`src/sv/tile_dedup_table_assert.svh`:
```
// assertion macros for the tile deduplication table
`ifndef TILE_DEDUP_TABLE_ASSERT_SVH
`define TILE_DEDUP_TABLE_ASSERT_SVH

// same-cycle implication, sampled on clk_i, off during reset
`define TDT_ASSERT_NOW(lbl, pre, post) \
  lbl: assert property (@(posedge clk_i) disable iff (!rst_ni) (pre) |-> (post)) \
    else $error("tile dedup table: same-cycle check failed");

// next-cycle implication, sampled on clk_i, off during reset
`define TDT_ASSERT_NXT(lbl, pre, post) \
  lbl: assert property (@(posedge clk_i) disable iff (!rst_ni) (pre) |=> (post)) \
    else $error("tile dedup table: next-cycle check failed");

`endif

```
`src/sv/tdt_ram.sv`:
```
`default_nettype none

module tdt_ram #(
  parameter int unsigned WIDTH = 8,
  parameter int unsigned DEPTH = 16,
  localparam int unsigned AW = (DEPTH > 1) ? $clog2(DEPTH) : 1
) (
  input  wire logic             clk_i,
  input  wire logic             we_i,
  input  wire logic [AW-1:0]    waddr_i,
  input  wire logic [WIDTH-1:0] wdata_i,
  input  wire logic             re_i,
  input  wire logic [AW-1:0]    raddr_i,
  output logic      [WIDTH-1:0] rdata_o
);

  logic [WIDTH-1:0] mem_q [DEPTH];

  // single write port
  always_ff @(posedge clk_i) begin
    if (we_i) begin
      mem_q[waddr_i] <= wdata_i;
    end
  end

  // registered read port
  always_ff @(posedge clk_i) begin
    if (re_i) begin
      rdata_o <= mem_q[raddr_i];
    end
  end

endmodule

`default_nettype wire

```
`config.mk`:
```
export PLATFORM = sky130hd
export DESIGN_NAME = tdt_ram
export DESIGN_NICKNAME = d
export VERILOG_FILES = /design/src/sv/tile_dedup_table_assert.svh /design/src/sv/tdt_ram.sv
export SDC_FILE = /design/constraint.sdc
export NUM_CORES = 1
export LEC_CHECK = 0
export BUFFER_PORTS_ARGS = -buffer_cell sky130_fd_sc_hd__buf_4
export CAP_MARGIN = 20
export CORE_MARGIN = 2
export CORE_UTILIZATION = 54
export CTS_CLUSTER_SIZE = 30
export DETAILED_ROUTE_END_ITERATION = 10
export GPL_TIMING_DRIVEN = 0
export MAX_ROUTING_LAYER = met4
export PLACE_DENSITY = 0.74
export SLEW_MARGIN = 25
export SYNTH_ARGS = -nofsm -noshare
export SYNTH_HDL_FRONTEND = slang
export SYNTH_SLANG_ARGS = --single-unit
export TNS_END_PERCENT = 30
```
`constraint.sdc`:
```
create_clock -name clk_i -period 1.69 [get_ports clk_i]
set_input_delay 0.169 -clock clk_i [delete_from_list [all_inputs] [get_ports clk_i]]
set_output_delay 0.169 -clock clk_i [all_outputs]
set_load 0.02 [all_outputs]
```
# Yosys cells after proc, flatten, opt, wreduce, memory -nomap -nowiden
# Memories as Yosys holds them, arrays and structs flattened. A register that Yosys moved wholly into a read port is not among the register bits.
# Cells that the tools add are included.
[classes]
mux = 2
[op_table]
columns = ["operator", "count"]
rows = [
  ["1-bit two-way mux", 2],
]
[word_totals]
n_memories = 1
out_inout_bits = 8
ff_bits = 0
wordCells = 3
mem_bits_rw = 128
inputBits = 19
[mem_list]
columns = ["memory", "depth", "word_bits", "rd", "rd_clocked_by_memory_dff", "write_ports", "line_no", "text"]
rows = [
  ["mem_q", 16, 8, 1, 1, 1, "tdt_ram.sv:17", "logic [WIDTH-1:0] mem_q [DEPTH];"],
]

# Longest topological paths before layout
# Gate-level depths: netlist of run 1.
[logic_depth]
ltp_word = 2
ltp_mapped = 5
ltp_nobuf = 3

# Worst setup path before layout of run 1
# Ideal clock, no wire load.
[synth_path]
path_kind = "input-to-reg"
from = "input waddr_i[2]"
to = "memory mem_q[0][0], enable pin"
required_time_ps = 1307
path_buffers = 0
stages = 2
setup_time_ps = 383
arrival_ps = 1279
slack_ps = 28
path_cell_list = "or3b_2 > nor3_1"
[synth_rtl]
columns = ["item", "line_no", "text"]
rows = [
  ["start, declared", "tdt_ram.sv:10", "input wire logic [AW-1:0] waddr_i,"],
  ["end, declared", "tdt_ram.sv:17", ""],
]
# No word-level cell before the write port.

==> impl_metrics.py, run 1 <==
metrics = {
    "outcome": {
        "status": "completed",
    },
    "cts": {
        "cts.path.max_buffers": 2,
        "numCtsBuffers": 17,
        "postCtsSetupRepairBufs": 0,
        "cts_root_buf": "clkbuf_8",
        "cts_tree": "done",
        "insertion_delay_ns": 0.52,
        "hold_buffers": 9,
        "clk_pin_slew_worst_paths_ns": 0.06,
        "post_cts_resized": 0,
        "cts_max_level": 4,
        "cts_sinks": 136,
    },
    "global_routing": {
        "grtUsageTotal": 0.214,
        "grt_pass1_vias": 2463,
        "grt_overflow": 0,
        "grt_pass1_wl_um": 14400,
        "grt_max_degree": 17,
        "grt_antenna_before_repair": 0,
    },
    "floorplanning": {
        "core_um2": 9330,
        "die_w_um": 102,
        "start_util": 0.560,
        "die_h_um": 102,
        "rows": 35,
        "io_pins": 27,
        "die_area_um2": 10500,
    },
    "power_and_ir_drop": {
        "powerDensity_nw_per_um2": 1230,
        "cellLeakagePower_nw": 2.09,
        "peakVddDrop_v": 0.000765,
        "power.total_mw": 7.66,
    },
    "min_path": {
        "hp-class": "input port to flip-flop",
    },
    "detailed_routing": {
        "post_drt_wl_per_cell_um": 22.9,
        "drt-initial-drc-count": 242,
        "viasPerCell": 5.85,
        "drc": 0,
        "vias": 2469,
        "antenna_left": 0,
        "routed_wl_um": 9670,
        "dr.pass1.iters": 5,
    },
    "timing": {
        "maxSlewViolCount": 0,
        "worst_pin_slew_ns": 0.823,
        "min_period_over_period": 0.905,
        "rsz0062_at_grt": "no",
        "setup_viol": 0,
        "fmax_ghz": 0.654,
        "slew_headroom": 0.449,
        "fin_crit_ns": 1.53,
        "skew_ns": 0.00982,
        "hold_violations": 0,
    },
    "layout": {
        "fin_area_um2": 6240,
        "fillCellCount": 573,
        "fin_util": 0.669,
        "area_delta_synth_final_pct": 19.4,
        "seq_area_um2": 4080,
        "drive_above_1_share": 0.287,
        "final_common_cell": "edfxtp_1",
        "multiInputGateArea_um2": 1080,
        "final_nets": 301,
        "final_cell_mix": "136 x edfxtp_1, 26 x buf_4, 18 x mux4_2",
        "n_antenna_cell": 0,
    },
    "critical_path": {
        "start_kind": "flip-flop",
        "critPathRequiredTime_ns": 1.95,
        "path_class": "flip-flop to flip-flop",
        "arrival_ns": 1.79,
        "crit_fanout": 1,
        "endpoint_kind": "flip-flop",
    },
    "placed_design": {
        "dpl_cell_area_um2": 5600,
        "io_buffers": 25,
        "place_hpwl_um": 6020,
        "place_congestion": 0.721,
    },
    "synth": {
        "synthTopCellsByArea": "edfxtp_1 78%, mux4_2 7.8%, mux4_1 7.0%",
        "ys_seq_area_frac": 0.781,
        "synthesis.nets": 248,
        "synth_top_area_frac": 0.781,
        "synth_area_um2": 5230,
        "yosys_warnings": 0,
        "synthDistinctLibCells": 18,
        "synth-seq-cells": 136,
        "synth_area_leader_cell": "edfxtp_1",
        "syn_inst": 229,
        "synth.avg_cell_area_um2": 22.8,
    },
    "job": {
        "cap_violations": 0,
    },
}
[power by group]
| group | internal (mW) | leakage (nW) | switching [mW] |
|---|---|---|---|
| Combinational | 0.181 | 0.581 | 0.229 |
| Clock | 2.20 | 0.268 | 1.22 |
| Sequential | 3.80 | 1.24 | 0.0173 |
[area by class of cell]
cell class / count / area share
plain buffers: 10 / 0.0138
well taps: 129 / 0.0259
multi-input cells: 83 / 0.173
repair buffers: 34 / 0.0445
flip-flops and latches: 136 / 0.654
clock buffers: 19 / 0.0676
clock inverters: 11 / 0.0213
[cells by family after synthesis]
group                  count (synthesis)  share of synthesized area
flip-flops                           136                      0.781
AND/OR/NAND/NOR                       35                     0.0314
multiplexers                          32                      0.148
AO/OA/AOI/OAI                         16                     0.0230
buffers and inverters                 10                     0.0165
[synth_stat cells]
library cell     number
mux4_2               18
a22oi_1              16
nand3_1               1
edfxtp_1            136
mux4_1               14
nor2_1               13
nand2_1               9
buf_4                 1
and2b_1               1
and2_1                1
nor2b_1               1
buf_6                 3
nand3b_1              2
clkdlybuf4s25_2       3
buf_2                 3
nor3_1                4
nand2b_1              2
or3b_2                1
[routing by layer]
layer,vias up,GRT usage,part of all wire
met5,-,-,0
met4,0,0.0708,0.010
li1,1089,-,-
met3,9,0.0718,0.078
met1,1250,0.277,0.41
met2,121,0.324,0.51
[through the flow]
step | std cells | hold slack [ns] | TNS [ns] | setup slack [ns]
after floorplan | 229 | 0.268 | 0 | 0.0281
after global placement | 383 | 0.447 | -12.00 | -0.541
after detailed placement | 383 | 0.455 | -5.15 | -0.207
after CTS | 422 | 0.0933 | 0 | 0.135
after global routing | 422 | 0.111 | 0 | 0.110
final | 422 | 0.121 | 0 | 0.161
[sequential cells by signal, indices dropped and copies added (netlist names)]
register  cells
mem_q       128
rdata_o       8
[worst paths after layout]
check	startpoint	endpoint	slack, ns	cells after the start
max	mem_q[7][7]	rdata_o[7]	0.16	3
min	waddr_i[1]	mem_q[4][5]	0.12	2
max reg2reg	mem_q[7][7]	rdata_o[7]	0.16	3
min reg2reg	mem_q[8][3]	rdata_o[3]	0.77	3
[critical path, stage by stage, from the launching register on]
cell      delay [ns]
edfxtp_1        0.40
mux4_2          0.51
a22oi_1         0.26
nand2_1         0.11
(Power assumes the default switching activity.)
==> run 2, diff against run 1 <==
--- a/config.mk
+++ b/config.mk
@@ -14,6 +14,7 @@
 export GPL_TIMING_DRIVEN = 0
 export MAX_ROUTING_LAYER = met4
 export PLACE_DENSITY = 0.74
+export RECOVER_POWER = 25
 export SLEW_MARGIN = 25
 export SYNTH_ARGS = -nofsm -noshare
 export SYNTH_HDL_FRONTEND = slang
==> impl_metrics.py, run 2 (synthesized netlist as in run 1, its figures left out) <==
metrics = {
    "critical_path": {
        "timing.rr.start": "mem_q[6][1]",
        "path_class": "flip-flop to flip-flop",
        "critPathRequiredTime_ns": 1.96,
        "cp_cell_sequence": "mux4_1 > a22oi_1 > nand2_1",
        "r2r-end": "rdata_o[1]",
        "start_kind": "flip-flop",
        "rr_worst_depth": 3,
        "crit_buf_inv": 0,
        "critical_path.top_delay_family": "multiplexers",
        "endpoint_kind": "flip-flop",
        "arrival_ns": 1.79,
        "r2r_slack_ns": 0.17,
        "critical-path-max-stage-delay_ns": 0.55,
        "startpoint": "mem_q[6][1]",
        "crit_fanout": 1,
        "cpMaxStageDelayCell": "mux4_1",
        "critical_path_depth": 3,
        "crit_end": "rdata_o[1]",
    },
    "detailed_routing": {
        "vias": 2494,
        "drt-initial-drc-count": 230,
        "antenna_left": 0,
        "viasPerCell": 5.91,
        "drc": 0,
        "post_drt_wl_per_cell_um": 23.0,
        "dr.pass1.iters": 5,
        "routed_wl_um": 9720,
    },
    "power_and_ir_drop": {
        "sw_frac_of_total": 0.192,
        "cellLeakagePower_nw": 2.06,
        "power_frac_comb": 0.053,
        "p_int_mw": 6.18,
        "p_seq_frac": 0.499,
        "powerDensity_nw_per_um2": 1230,
        "switchingPower_mw": 1.47,
        "clkPwrFrac": 0.448,
        "peakVddDrop_v": 0.000763,
    },
    "floorplanning": {
        "io_pins": 27,
        "die_area_um2": 10500,
        "die_h_um": 102,
        "rows": 35,
        "core_um2": 9330,
        "die_w_um": 102,
        "start_util": 0.560,
    },
    "outcome": {
        "status": "completed",
    },
    "timing": {
        "skew_ns": 0.00823,
        "setup_viol": 0,
        "slew_headroom": 0.461,
        "min_period_over_period": 0.900,
        "fin_crit_ns": 1.52,
        "worst_pin_slew_ns": 0.806,
        "finalSetupTns_ns": 0,
        "fmax_ghz": 0.658,
        "rsz0062_at_grt": "no",
        "hold_violations": 0,
        "maxSlewViolCount": 0,
    },
    "cts": {
        "cts.path.max_buffers": 2,
        "cts_max_level": 4,
        "numCtsBuffers": 17,
        "insertion_delay_ns": 0.52,
        "clk_pin_slew_worst_paths_ns": 0.06,
        "cts_sinks": 136,
        "cts_root_buf": "clkbuf_8",
        "cts_tree": "done",
    },
    "min_path": {
        "hp-class": "input port to flip-flop",
    },
    "layout": {
        "fin_area_um2": 6220,
        "top_regs": "mem_q x128, rdata_o x8",
        "largest_register_ffs": 128,
        "drive_above_1_share": 0.266,
        "n_antenna_cell": 0,
        "regMostFlops": "mem_q",
        "final_nets": 301,
        "final_common_cell": "edfxtp_1",
        "area_delta_synth_final_pct": 19.0,
        "final_cell_mix": "136 x edfxtp_1, 20 x buf_4, 18 x mux4_2",
    },
    "global_routing": {
        "grt_overflow": 0,
        "grt_pass1_vias": 2463,
        "grt_max_degree": 17,
        "grtUsageTotal": 0.214,
        "grt_pass1_wl_um": 14400,
        "grt_antenna_before_repair": 0,
    },
    "placed_design": {
        "io_buffers": 25,
        "place_congestion": 0.721,
        "place_hpwl_um": 6020,
        "dpl_cell_area_um2": 5600,
    },
    "job": {
        "cap_violations": 0,
    },
}
-- run 2: cell count changes in the layout (fill, tap and decap cells not counted) --
cell      delta
clkbuf_1     +6
buf_4        -6
-- run 2: per-layer routing --
metal | wire length, um | GRT usage
met1 | 3950 | 0.277
met2 | 4870 | 0.324
met3 | 781 | 0.0718
met4 | 124 | 0.0708
met5 | 0 | -
-- run 2: area by class of cell --
cell class | instances | area, um^2
tap | 129 | 161
sequential | 136 | 4080
clock inverter | 11 | 133
fill | 575 | 3110
clock buffer | 19 | 422
multi-input combinational | 83 | 1080
buffer | 10 | 86.3
timing repair buffer | 34 | 255
-- run 2: worst reg2reg max path, cell delays in order (launching register included) --
cell and delay [ns]:
edfxtp_1 0.36, mux4_1 0.55, a22oi_1 0.28, nand2_1 0.09
-- run 2: repair_timing --
| action | CTS | global route |
|---|---|---|
| gates resized for setup | 0 | 0 |
| endpoints found under the hold margin | 136 | 0 |
| endpoints found under the setup margin | 0 | 0 |
| buffers inserted | 0 | 0 |
| hold buffers | 9 | 0 |
-- run 2: worst min path at each step --
stage / from / slack [ns] / cells after the start / end
global placement: re_i / 0.45 / 1 / rdata_o[3]
CTS: waddr_i[1] / 0.09 / 2 / mem_q[4][5]
global route: waddr_i[1] / 0.11 / 2 / mem_q[4][5]
detailed placement: re_i / 0.45 / 1 / rdata_o[0]
finish: waddr_i[1] / 0.12 / 2 / mem_q[4][5]
floorplan: wdata_i[0] / 0.27 / 0 / mem_q[0][0]
-- run 2: power by group through the flow --
stage | Clock [mW] | Combinational (mW) | Sequential (mW)
floorplan | 0 | 0.192 | 3.91
global placement | 0 | 0.381 | 3.88
detailed placement | 0 | 0.394 | 3.89
CTS | 3.47 | 0.413 | 3.82
global route | 3.61 | 0.433 | 3.83
finish | 3.43 | 0.405 | 3.82
-- run 2: through the flow --
step / power, mW / util / instances / setup slack [ns] / hold slack, ns
detailed placement: 4.28 / 0.600 / 383 / -0.207 / 0.455
CTS: 7.70 / 0.669 / 422 / 0.135 / 0.0933
global placement: 4.26 / 0.598 / 383 / -0.541 / 0.447
finish: 7.65 / 0.667 / 422 / 0.169 / 0.116
floorplan: 4.10 / - / 229 / 0.0281 / 0.268
global route: 7.87 / 0.667 / 422 / 0.110 / 0.111
