## src/sv/tile_dedup_table_assert.svh

```systemverilog
// assertion macros for the tile deduplication table
`ifndef TILE_DEDUP_TABLE_ASSERT_SVH
`define TILE_DEDUP_TABLE_ASSERT_SVH

// same-cycle implication, sampled on clk_i, off during reset
`define TDT_ASSERT_NOW(lbl, pre, post) \
  lbl: assert property (@(posedge clk_i) disable iff (!rst_ni) (pre) |-> (post)) \
    else $error("tile dedup table: same-cycle check failed");

// next-cycle implication, sampled on clk_i, off during reset
`define TDT_ASSERT_NXT(lbl, pre, post) \
  lbl: assert property (@(posedge clk_i) disable iff (!rst_ni) (pre) |=> (post)) \
    else $error("tile dedup table: next-cycle check failed");

`endif

```

## src/sv/tdt_pkg.sv

```systemverilog
`default_nettype none

package tdt_pkg;

  // store depths
  localparam int unsigned DICT_DEPTH = 256;
  localparam int unsigned BACK_DEPTH = 64;

  // address, count and issue counter widths
  localparam int unsigned DICT_AW = (DICT_DEPTH > 1) ? $clog2(DICT_DEPTH) : 1;
  localparam int unsigned BACK_AW = (BACK_DEPTH > 1) ? $clog2(BACK_DEPTH) : 1;
  localparam int unsigned DICT_CW = $clog2(DICT_DEPTH + 1);
  localparam int unsigned BACK_CW = $clog2(BACK_DEPTH + 1);
  localparam int unsigned ISS_W   = (DICT_CW > BACK_CW) ? DICT_CW : BACK_CW;

  // field widths
  localparam int unsigned VIDX_W     = 9;
  localparam int unsigned PAT_W      = 64;
  localparam int unsigned KEY_W      = 2 * PAT_W;
  localparam int unsigned STATUS_W   = 2;
  localparam int unsigned BG_ENTRY_W = KEY_W + VIDX_W;

  // opcodes
  localparam logic OP_PRELOAD = 1'b0;
  localparam logic OP_LOOKUP  = 1'b1;

  // status codes
  localparam logic [STATUS_W-1:0] STATUS_OK        = 2'd0;
  localparam logic [STATUS_W-1:0] STATUS_DICT_FULL = 2'd1;
  localparam logic [STATUS_W-1:0] STATUS_BACK_FULL = 2'd2;

endpackage

`default_nettype wire

```

## src/sv/tdt_cmp.sv

```systemverilog
`default_nettype none

module tdt_cmp (
  input  wire logic                      clk_i,
  input  wire logic                      load_i,
  input  wire logic [tdt_pkg::PAT_W-1:0] key_low_i,
  input  wire logic [tdt_pkg::PAT_W-1:0] key_high_i,
  input  wire logic [tdt_pkg::KEY_W-1:0] cand_i,
  output logic      [tdt_pkg::KEY_W-1:0] key_o,
  output logic                           hit_o
);

  logic [tdt_pkg::KEY_W-1:0] key_q;

  // search key, held for the whole lookup
  always_ff @(posedge clk_i) begin
    if (load_i) begin
      key_q <= {key_high_i, key_low_i};
    end
  end

  // full-width equality against the candidate entry
  assign hit_o = (cand_i == key_q);
  assign key_o = key_q;

endmodule

`default_nettype wire

```

## config.mk

```make
export PLATFORM = sky130hd
export DESIGN_NAME = tdt_cmp
export DESIGN_NICKNAME = d
export VERILOG_FILES = /design/src/sv/tile_dedup_table_assert.svh /design/src/sv/tdt_pkg.sv /design/src/sv/tdt_cmp.sv
export SDC_FILE = /design/constraint.sdc
export NUM_CORES = 1
export LEC_CHECK = 0
export BUFFER_PORTS_ARGS = -buffer_cell sky130_fd_sc_hd__clkbuf_2
export CAP_MARGIN = 25
export CORE_AREA = 4 4 148 150
export CTS_CLUSTER_DIAMETER = 60
export DETAILED_ROUTE_END_ITERATION = 12
export DIE_AREA = 0 0 152 154
export PLACE_DENSITY = 0.59
export SLEW_MARGIN = 10
export SYNTH_ARGS = -nofsm -noshare
export SYNTH_HDL_FRONTEND = slang
export SYNTH_SLANG_ARGS = --single-unit
```

## constraint.sdc

```tcl
create_clock -name clk_i -period 1.6 [get_ports clk_i]
set_input_delay 0.48 -clock clk_i [delete_from_list [all_inputs] [get_ports clk_i]]
set_output_delay 0.48 -clock clk_i [all_outputs]
set_load 0.05 [all_outputs]
```

* After elaboration in Yosys (flattened, before gate mapping)
Cells that the tools add are included.
Storage, ports and cells: register bits after elaboration 128, input port bits 258, output and inout bits 129, word-level logic and storage cells 2
Operators by class: equal/unequal tests 1
Operators by type and width (count):
- == test 128 bit | 1

* Depth between registers and ports, before layout
Gate-level depths: netlist of the first run.
depth in word-level cells 1, gate-level depth with buffers 5, gate-level depth less buffers 5

* Worst setup path after synthesis of the first run
Ideal clock, no wire load.
kind register to output, from register key_q (netlist bit key_o[85]), to output port hit_o, arrival time 1.976 ns, required time 1.120 ns, path slack -0.856 ns, stages on the path, launching flop included 6, buffers on the path 0, cells stage by stage edfxtp_1 -> xnor2_1 -> nand4_1 -> nor4_1 -> nand4_1 -> nor2_1
Between the ends: cells in the longest elaborated chain, start to end 1
Ends and longest elaborated chain:
- start, declared | RTL line tdt_cmp.sv:13 | logic [tdt_pkg::KEY_W-1:0] key_q;
- start signal, assigned | RTL line tdt_cmp.sv:18 | key_q <= {key_high_i, key_low_i};
- == test 128 bit | RTL line tdt_cmp.sv:23 | assign hit_o = (cand_i == key_q);
- end, declared | RTL line tdt_cmp.sv:10 | output logic hit_o
No other way between the ends.

* Worst setup path in the final report of the first run
from register key_q (netlist bit key_o[66]), to output port hit_o
Same word-level chain as after synthesis.

==> results of run 1 <==
==> stage by stage <==
stage | cells | worst slack [ns] | total power, W | TNS (ns)
3_5_place_dp | 1050 | -1.07 | 0.00654 | -1.07
2_1_floorplan | 299 | -0.544 | 0.00552 | -0.544
4_1_cts | 1081 | -1.25 | 0.0114 | -3.68
5_1_grt | 1084 | -1.35 | 0.0118 | -6.16
6_report | 1084 | -1.19 | 0.0113 | -1.92
3_3_place_gp | 1050 | -1.13 | 0.00652 | -1.13
==> layout by cell type (no fill, tap or decap), types with 5 or more instances in the layout <==
cell type and count:
sky130_fd_sc_hd__buf_8 5, sky130_fd_sc_hd__buf_4 15, sky130_fd_sc_hd__buf_2 19, sky130_fd_sc_hd__clkbuf_16 93, sky130_fd_sc_hd__clkbuf_4 6, sky130_fd_sc_hd__buf_12 6, sky130_fd_sc_hd__clkbuf_2 272, sky130_fd_sc_hd__edfxtp_1 128
sky130_fd_sc_hd__buf_6 80, sky130_fd_sc_hd__xnor2_1 124, sky130_fd_sc_hd__nand4_1 34
==> routing by layer <==
layer	track usage [%]	vias up	share of wire, %
li1	-	2122	-
met3	7.12	17	9.0
met1	15.6	2073	34
met5	0	-	0
met4	4.71	0	1.5
met2	29.9	237	55
==> power breakdown <==
| group | switching [W] | total, W | internal (W) |
|---|---|---|---|
| sequential | 0.000227 | 0.00423 | 0.00401 |
| combinational | 0.00150 | 0.00305 | 0.00155 |
| clock | 0.00144 | 0.00404 | 0.00260 |
| total | 0.00317 | 0.0113 | 0.00815 |
==> timing repair <==
action | 4_1_cts | 5_1_grt
pin swaps | 1 | 10
setup endpoints to repair | 88 | 109
setup buffers | 42 | 40
gates resized for setup | 323 | 90
==> cell type report <==
class | instances | area share [%]
repair buffers | 479 | 42.4
flip-flops and latches | 128 | 35.3
multi-input cells | 171 | 13.5
clock buffers | 17 | 3.91
well taps | 275 | 3.16
clock inverters | 14 | 1.75
==> worst max path at each step <==
stage                          start  endpoint  slack, ns  depth (start not counted)
after detailed placement  cand_i[94]     hit_o      -1.07                          8
after CTS                 key_o[122]     hit_o      -1.25                          7
final                      key_o[66]     hit_o      -1.19                          7
after global placement    cand_i[94]     hit_o      -1.13                          8
after floorplan            key_o[83]     hit_o      -0.54                          5
after global routing       key_o[66]     hit_o      -1.35                          7
==> cells by family after synthesis <==
group and after synthesis:
AND/OR/NAND/NOR 43, flip-flops 128, XOR/XNOR 128
==> impl_metrics.ini, run 1 <==
[power]
ir_worst_vdd_v = 0.000649
cellPowerDensity_nw_per_um2 = 1040
total_leakage_power_nw = 4.68

[logic_synthesis]
synth.distinct_cells = 6
yosys-top-cells-count = 128 x sky130_fd_sc_hd__edfxtp_1, 128 x sky130_fd_sc_hd__xnor2_1, 34 x sky130_fd_sc_hd__nand4_1
synth_top_area_cell = sky130_fd_sc_hd__edfxtp_1
yosysSeqAreaShare_pct = 73.4
yosys-top-cells-area = sky130_fd_sc_hd__edfxtp_1 73%, sky130_fd_sc_hd__xnor2_1 21%, sky130_fd_sc_hd__nand4_1 4.1%, sky130_fd_sc_hd__nor4_1 0.84%, sky130_fd_sc_hd__nor4_2 0.24%
dominant_combinational_cell_family_by_area_after_synthesis = XOR/XNOR gates
synth_mux_area_share_pct = 0
synth_warnings = 0
syn_area_per_cell_um2 = 17.5
netlist_area_um2 = 5240
synth_largest_type_area_fraction_pct = 73.4
synthSimpleGateAreaFrac_pct = 5.21
synth_ff_type = sky130_fd_sc_hd__edfxtp_1
synth.ff_latch_count = 128
synth_compound_area_share_pct = 0
synth-edff-count = 128
ys_async_sr_fraction_pct = 0
synth_xor_xnor_area_share_pct = 21.4
synthCells = 299
adder_cell_share_of_the_synthesized_area_pct = 0
mappedNetlistNets = 557

[sta]
worst_slew_pin_slew_ns = 0.333
fmaxAchievable_mhz = 359
final_worst_setup_slack_ns = -1.19
report.final.slew_viol_count = 0
worst_slew_margin_rel_pct = 77.6
setup_viol = 53
endpoints_failing_hold = 0
rsz0062_at_grt = true
fin_hold_ws_ns = 0.246
final_period_minus_worst_setup_slack_ns = 2.79
period_utilization_post_route_pct = 174

[grt]
first_global_vias = 5110
grt_util_all_layers_pct = 15.9
antenna_found_initial = 0
grt_first_pass_wirelength_mm = 28.2
grt_max_degree = 52
overflow = 0

[setup_path]
cpMaxStageDelayCell = sky130_fd_sc_hd__edfxtp_1
cp.buffers_inverters = 2
cp_cell_sequence = xnor2_2 > nand4_1 > nor4_4 > buf_4 > nand4_1 > nor2_4 > buf_12
critical_path_arrival_ns = 2.31
timing.critical_path.required_ns = 1.12
criticalPathCategory = reg2out
worst_path_most_repeated_cell = sky130_fd_sc_hd__nand4_1
critical_path.max_fanout = 2
setup.worst_path.end_class = output port
biggest_cell_delay_along_the_critical_path_ns = 0.47
cp_top_family = simple AND/OR/NAND/NOR gates
start_kind = flip-flop

[final_layout]
multi_input_area_um2 = 1470
nFillCells = 1711
drive_gt1_share_pct = 64.0
finish.instance_area_um2 = 10900
seq_area_um2 = 3840
post-route-util_pct = 52.6
flow.area_growth_from_synthesis_pct = 108
antenna_cells = 0
largest_register_ffs = 128
finish.net_count = 1055

[cts]
ctsHoldBuffers = 0
clockBufferDepth = 2
cts-root-buf = sky130_fd_sc_hd__clkbuf_16
total_number_of_h_tree_levels = 4
worst_setup_hold_path_clk_slew_ns = 0.06
cts_buffers = 17
clkSinkCount = 128
tritoncts = done

[route]
vias = 4449
antenna_violating_nets_post_route = 0
remaining_drc_errors = 0
drtPass1Iterations = 4
detailedRoute.firstIterationViolations = 161
via_per_inst = 4.10
route.detailed.wl_per_inst_um = 17.7
detail_route.wirelength_mm = 19.2

[worst_hold_path]
worst_hold_depth = 1
hold-path-endpoint = key_o[27]
holdCritPathClass = in2reg
hold_path_startpoint = key_low_i[27]

[placement]
port_buffers = 386
dpl_cell_area_um2 = 8280
hpwlAfterDp_mm = 14.9
gp_routability_congestion = 0.915

[outcome]
failing_checks = negative setup slack
run_status = finished with violations

[die]
ioPinCount = 387
rows = 53
die_height_um = 154
coreArea_um2 = 20700
die_area_um2 = 23400
die_span_in_x_um = 152
starting_density_pct = 25.3

[flow_run]
max_cap_viol_count = 0
Note: power is estimated with default switching activity, not from simulation.
==> inputs of run 2 (changes only) <==
CORE_AREA = 4 4 150 152   (was 4 4 148 150)
CTS_BUF_LIST = sky130_fd_sc_hd__clkbuf_2   (was unset)
CTS_CLUSTER_DIAMETER = unset   (was 60)
DIE_AREA = 0 0 154 156   (was 0 0 152 154)
PLACE_DENSITY = 0.58   (was 0.59)
==> impl_metrics.ini, run 2 (synthesis gave the netlist of run 1 again) <==
[setup_path]
critical_path_arrival_ns = 2.52
start_kind = flip-flop
setup.worst_path.end_class = output port
cpMaxStageDelayCell = sky130_fd_sc_hd__edfxtp_1
cp_cell_sequence = xnor2_1 > nand4_1 > nor4_2 > nand4_1 > buf_6 > nor2_4 > buf_12
criticalPathCategory = reg2out
worst_path_most_repeated_cell = sky130_fd_sc_hd__nand4_1
critical_path.max_fanout = 2
timing.critical_path.required_ns = 1.12
biggest_cell_delay_along_the_critical_path_ns = 0.52

[grt]
grt_max_degree = 45
grt_util_all_layers_pct = 17.9
grt_first_pass_wirelength_mm = 32.6
overflow = 0
antenna_found_initial = 0
first_global_vias = 6018

[sta]
rsz0062_at_grt = true
period_utilization_post_route_pct = 188
endpoints_failing_hold = 0
final_period_minus_worst_setup_slack_ns = 3.00
fin_hold_ws_ns = 0.150
report.final.slew_viol_count = 0
fmaxAchievable_mhz = 333
final_worst_setup_slack_ns = -1.40
setup_viol = 129
worst_slew_margin_rel_pct = 70.9
worst_slew_pin_slew_ns = 0.437

[route]
antenna_violating_nets_post_route = 0
drtPass1Iterations = 4
route.detailed.wl_per_inst_um = 18.6
detail_route.wirelength_mm = 22.5
remaining_drc_errors = 0
detailedRoute.firstIterationViolations = 273
via_per_inst = 4.23
vias = 5109

[die]
rows = 53
starting_density_pct = 24.9
coreArea_um2 = 21000
die_area_um2 = 24000
ioPinCount = 387
die_height_um = 156
die_span_in_x_um = 154

[cts]
clkSinkCount = 128
cts_buffers = 17
cts-root-buf = sky130_fd_sc_hd__clkbuf_2
clockBufferDepth = 2
worst_setup_hold_path_clk_slew_ns = 0.22
total_number_of_h_tree_levels = 4
tritoncts = done

[final_layout]
commonest_cells_after_routing_fill_and_taps_aside = 273 x sky130_fd_sc_hd__clkbuf_2, 128 x sky130_fd_sc_hd__dlygate4sd3_1, 128 x sky130_fd_sc_hd__edfxtp_1, 123 x sky130_fd_sc_hd__xnor2_1, 74 x sky130_fd_sc_hd__buf_6
finish.net_count = 1178
flow.area_growth_from_synthesis_pct = 130
post-route-util_pct = 57.4
layout.cells.most_common = sky130_fd_sc_hd__clkbuf_2
drive_gt1_share_pct = 55.1
largest_register_ffs = 128

[placement]
hpwlAfterDp_mm = 14.8
port_buffers = 386
placement.setup.worst_slack_ns = -0.973
gp_routability_congestion = 0.847

[outcome]
run_status = finished with violations
failing_checks = negative setup slack

[flow_run]
max_cap_viol_count = 0

[worst_hold_path]
holdCritPathClass = in2reg

[power]
total_leakage_power_nw = 5.15
ir_worst_vdd_v = 0.000464
cellPowerDensity_nw_per_um2 = 794
power_w = 0.00958
==> run 2: layer usage <==
layer | routed length [um] | global-route usage [%] | up-vias
met1 | 7480 | 17.1 | 2421
li1 | - | - | 2367
met3 | 1700 | 5.88 | 45
met5 | 0 | 0 | -
met4 | 751 | 8.54 | 0
met2 | 12600 | 34.3 | 276
==> run 2: power by group <==
part | switching [W] | total [W] | internal (W)
Sequential | 0.000264 | 0.00426 | 0.00400
Combinational | 0.00161 | 0.00348 | 0.00187
Clock | 0.00129 | 0.00183 | 0.000538
==> run 2: final cells by class <==
cell class | instances | area, um2
repair buffers | 602 | 6170
fillers | 1550 | 8950
multi-input cells | 171 | 1510
clock inverters | 15 | 121
flip-flops and latches | 128 | 3840
clock buffers | 17 | 85.1
well taps | 275 | 344
diodes | 1 | 2.50
==> run 2: worst max-delay path: cells and delay by family, from the launching register on <==
kind | cells | cell delay (ns)
buf+inv | 2 | 0.30
flops | 1 | 0.52
simple gates | 4 | 0.77
xor+xnor | 1 | 0.24
==> run 2: worst paths after layout <==
path | startpoint | endpoint | slack (ns) | cells after the start
setup / recovery | key_o[6] | hit_o | -1.40 | 7
hold / removal | load_i | key_o[124] | 0.15 | 1
==> run 2: per-stage QoR <==
stage | area (um2) | setup TNS (ns) | instances
2_1_floorplan | 5250 | -0.544 | 299
3_3_place_gp | 8170 | -0.979 | 1041
3_5_place_dp | 8170 | -0.973 | 1041
4_1_cts | 11900 | -54.00 | 1204
5_1_grt | 12100 | -57.72 | 1208
6_report | 12100 | -37.57 | 1209
==> run 2: timing repair <==
action / CTS / global route
setup buffers: 36 / 37
endpoints found under the setup margin: 129 / 129
pin swaps: 17 / 10
hold buffers: 128 / 0
hold endpoints to repair: 128 / 0
gates resized for setup: 402 / 94
gates cloned: 0 / 0
==> inputs of run 3 (changes only) <==
REMOVE_ABC_BUFFERS = 1   (was unset)
==> impl_metrics.ini, run 3 (synthesis gave the netlist of run 1 again) <==
[outcome]
run_status = finished with violations
failing_checks = negative setup slack

[worst_hold_path]
holdCritPathClass = in2reg

[die]
rows = 53
die_span_in_x_um = 154
coreArea_um2 = 21000
die_area_um2 = 24000
starting_density_pct = 24.9
ioPinCount = 387
die_height_um = 156

[grt]
grt_first_pass_wirelength_mm = 32.6
first_global_vias = 5800
grt_util_all_layers_pct = 17.7
overflow = 0
grt_max_degree = 62
antenna_found_initial = 0

[route]
drtPass1Iterations = 4
vias = 5081
detail_route.wirelength_mm = 22.4
route.detailed.wl_per_inst_um = 18.6
detailedRoute.firstIterationViolations = 148
remaining_drc_errors = 0
antenna_violating_nets_post_route = 0
via_per_inst = 4.22

[cts]
tritoncts = done
clkSinkCount = 128
clockBufferDepth = 2
cts_buffers = 17
total_number_of_h_tree_levels = 4
worst_setup_hold_path_clk_slew_ns = 0.20
cts-root-buf = sky130_fd_sc_hd__clkbuf_2

[sta]
endpoints_failing_hold = 0
rsz0062_at_grt = true
final_period_minus_worst_setup_slack_ns = 3.07
fmaxAchievable_mhz = 326
final_worst_setup_slack_ns = -1.47
report.final.slew_viol_count = 0
totalNegativeSetupSlack_ns = -35.05
period_utilization_post_route_pct = 192
worst_slew_margin_rel_pct = 72.2
worst_slew_pin_slew_ns = 0.417
setup_viol = 129

[setup_path]
cpMaxStageDelayCell = sky130_fd_sc_hd__edfxtp_1
cp_cell_sequence = xnor2_1 > nand4_1 > nor4_2 > buf_4 > nand4_1 > nor2_2 > buf_12
biggest_cell_delay_along_the_critical_path_ns = 0.48
cp_top_family = simple AND/OR/NAND/NOR gates
criticalPathCategory = reg2out
timing.critical_path.required_ns = 1.12
critical_path_arrival_ns = 2.59
setup.worst_path.end_class = output port
critical_path.max_fanout = 2
start_kind = flip-flop
worst_path_most_repeated_cell = sky130_fd_sc_hd__nand4_1
cp.buffers_inverters = 2

[power]
cellPowerDensity_nw_per_um2 = 847
ir_worst_vdd_v = 0.000459
total_leakage_power_nw = 5.10

[final_layout]
seq_area_um2 = 3840
post-route-util_pct = 57.1
nFillCells = 1557
drive_gt1_share_pct = 55.2
layout.cells.most_common = sky130_fd_sc_hd__clkbuf_2
largest_register_ffs = 128
antenna_cells = 0
finish.net_count = 1174
multi_input_area_um2 = 1470
commonest_cells_after_routing_fill_and_taps_aside = 274 x sky130_fd_sc_hd__clkbuf_2, 128 x sky130_fd_sc_hd__dlygate4sd3_1, 128 x sky130_fd_sc_hd__edfxtp_1, 122 x sky130_fd_sc_hd__xnor2_1, 71 x sky130_fd_sc_hd__buf_6
flow.area_growth_from_synthesis_pct = 129

[placement]
gp_routability_congestion = 0.819
port_buffers = 386
hpwlAfterDp_mm = 14.6

[flow_run]
max_cap_viol_count = 0
## run 3: power by group
group          total (W)  internal, W  switching, W
clock network    0.00246      0.00119       0.00128
logic            0.00342      0.00183       0.00159
registers        0.00428      0.00400      0.000278
## run 3: layout make-up
type | count | share of cell area, %
clock buffers | 18 | 0.751
clock inverters | 13 | 1.76
multi-input cells | 171 | 12.2
flip-flops and latches | 128 | 32.0
well taps | 275 | 2.87
repair buffers | 598 | 50.3
## run 3: repair_timing
action	CTS	global route
gates resized for setup	379	116
endpoints found under the hold margin	128	0
pin swaps	16	10
endpoints found under the setup margin	129	129
buffers inserted	36	43
hold buffers	128	0
## run 3: per-layer routing
metal  up-vias  GRT usage, %  share of wire (%)
li1       2358             -                  -
met1      2406          18.3                 35
met2       282          32.7                 55
met3        35          6.69                8.4
met4         0          6.35                2.1
met5         -             0                  0
## run 3: worst paths after layout
path / from / endpoint / cells after the start
worst min-delay path: load_i / key_o[104] / 2
worst max-delay path: key_o[46] / hit_o / 7
## run 3: through the flow
step,instance area (um2),hold WS [ns],worst slack (ns),instances,power (W)
after global placement,8150,0.657,-0.959,1037,0.00648
after detailed placement,8150,0.659,-0.963,1037,0.00649
final,12000,0.221,-1.47,1203,0.0102
after global routing,12000,0.0711,-1.70,1203,0.0106
after CTS,11800,0.0822,-1.54,1195,0.0101
after floorplan,5240,0.579,-0.856,299,0.00552
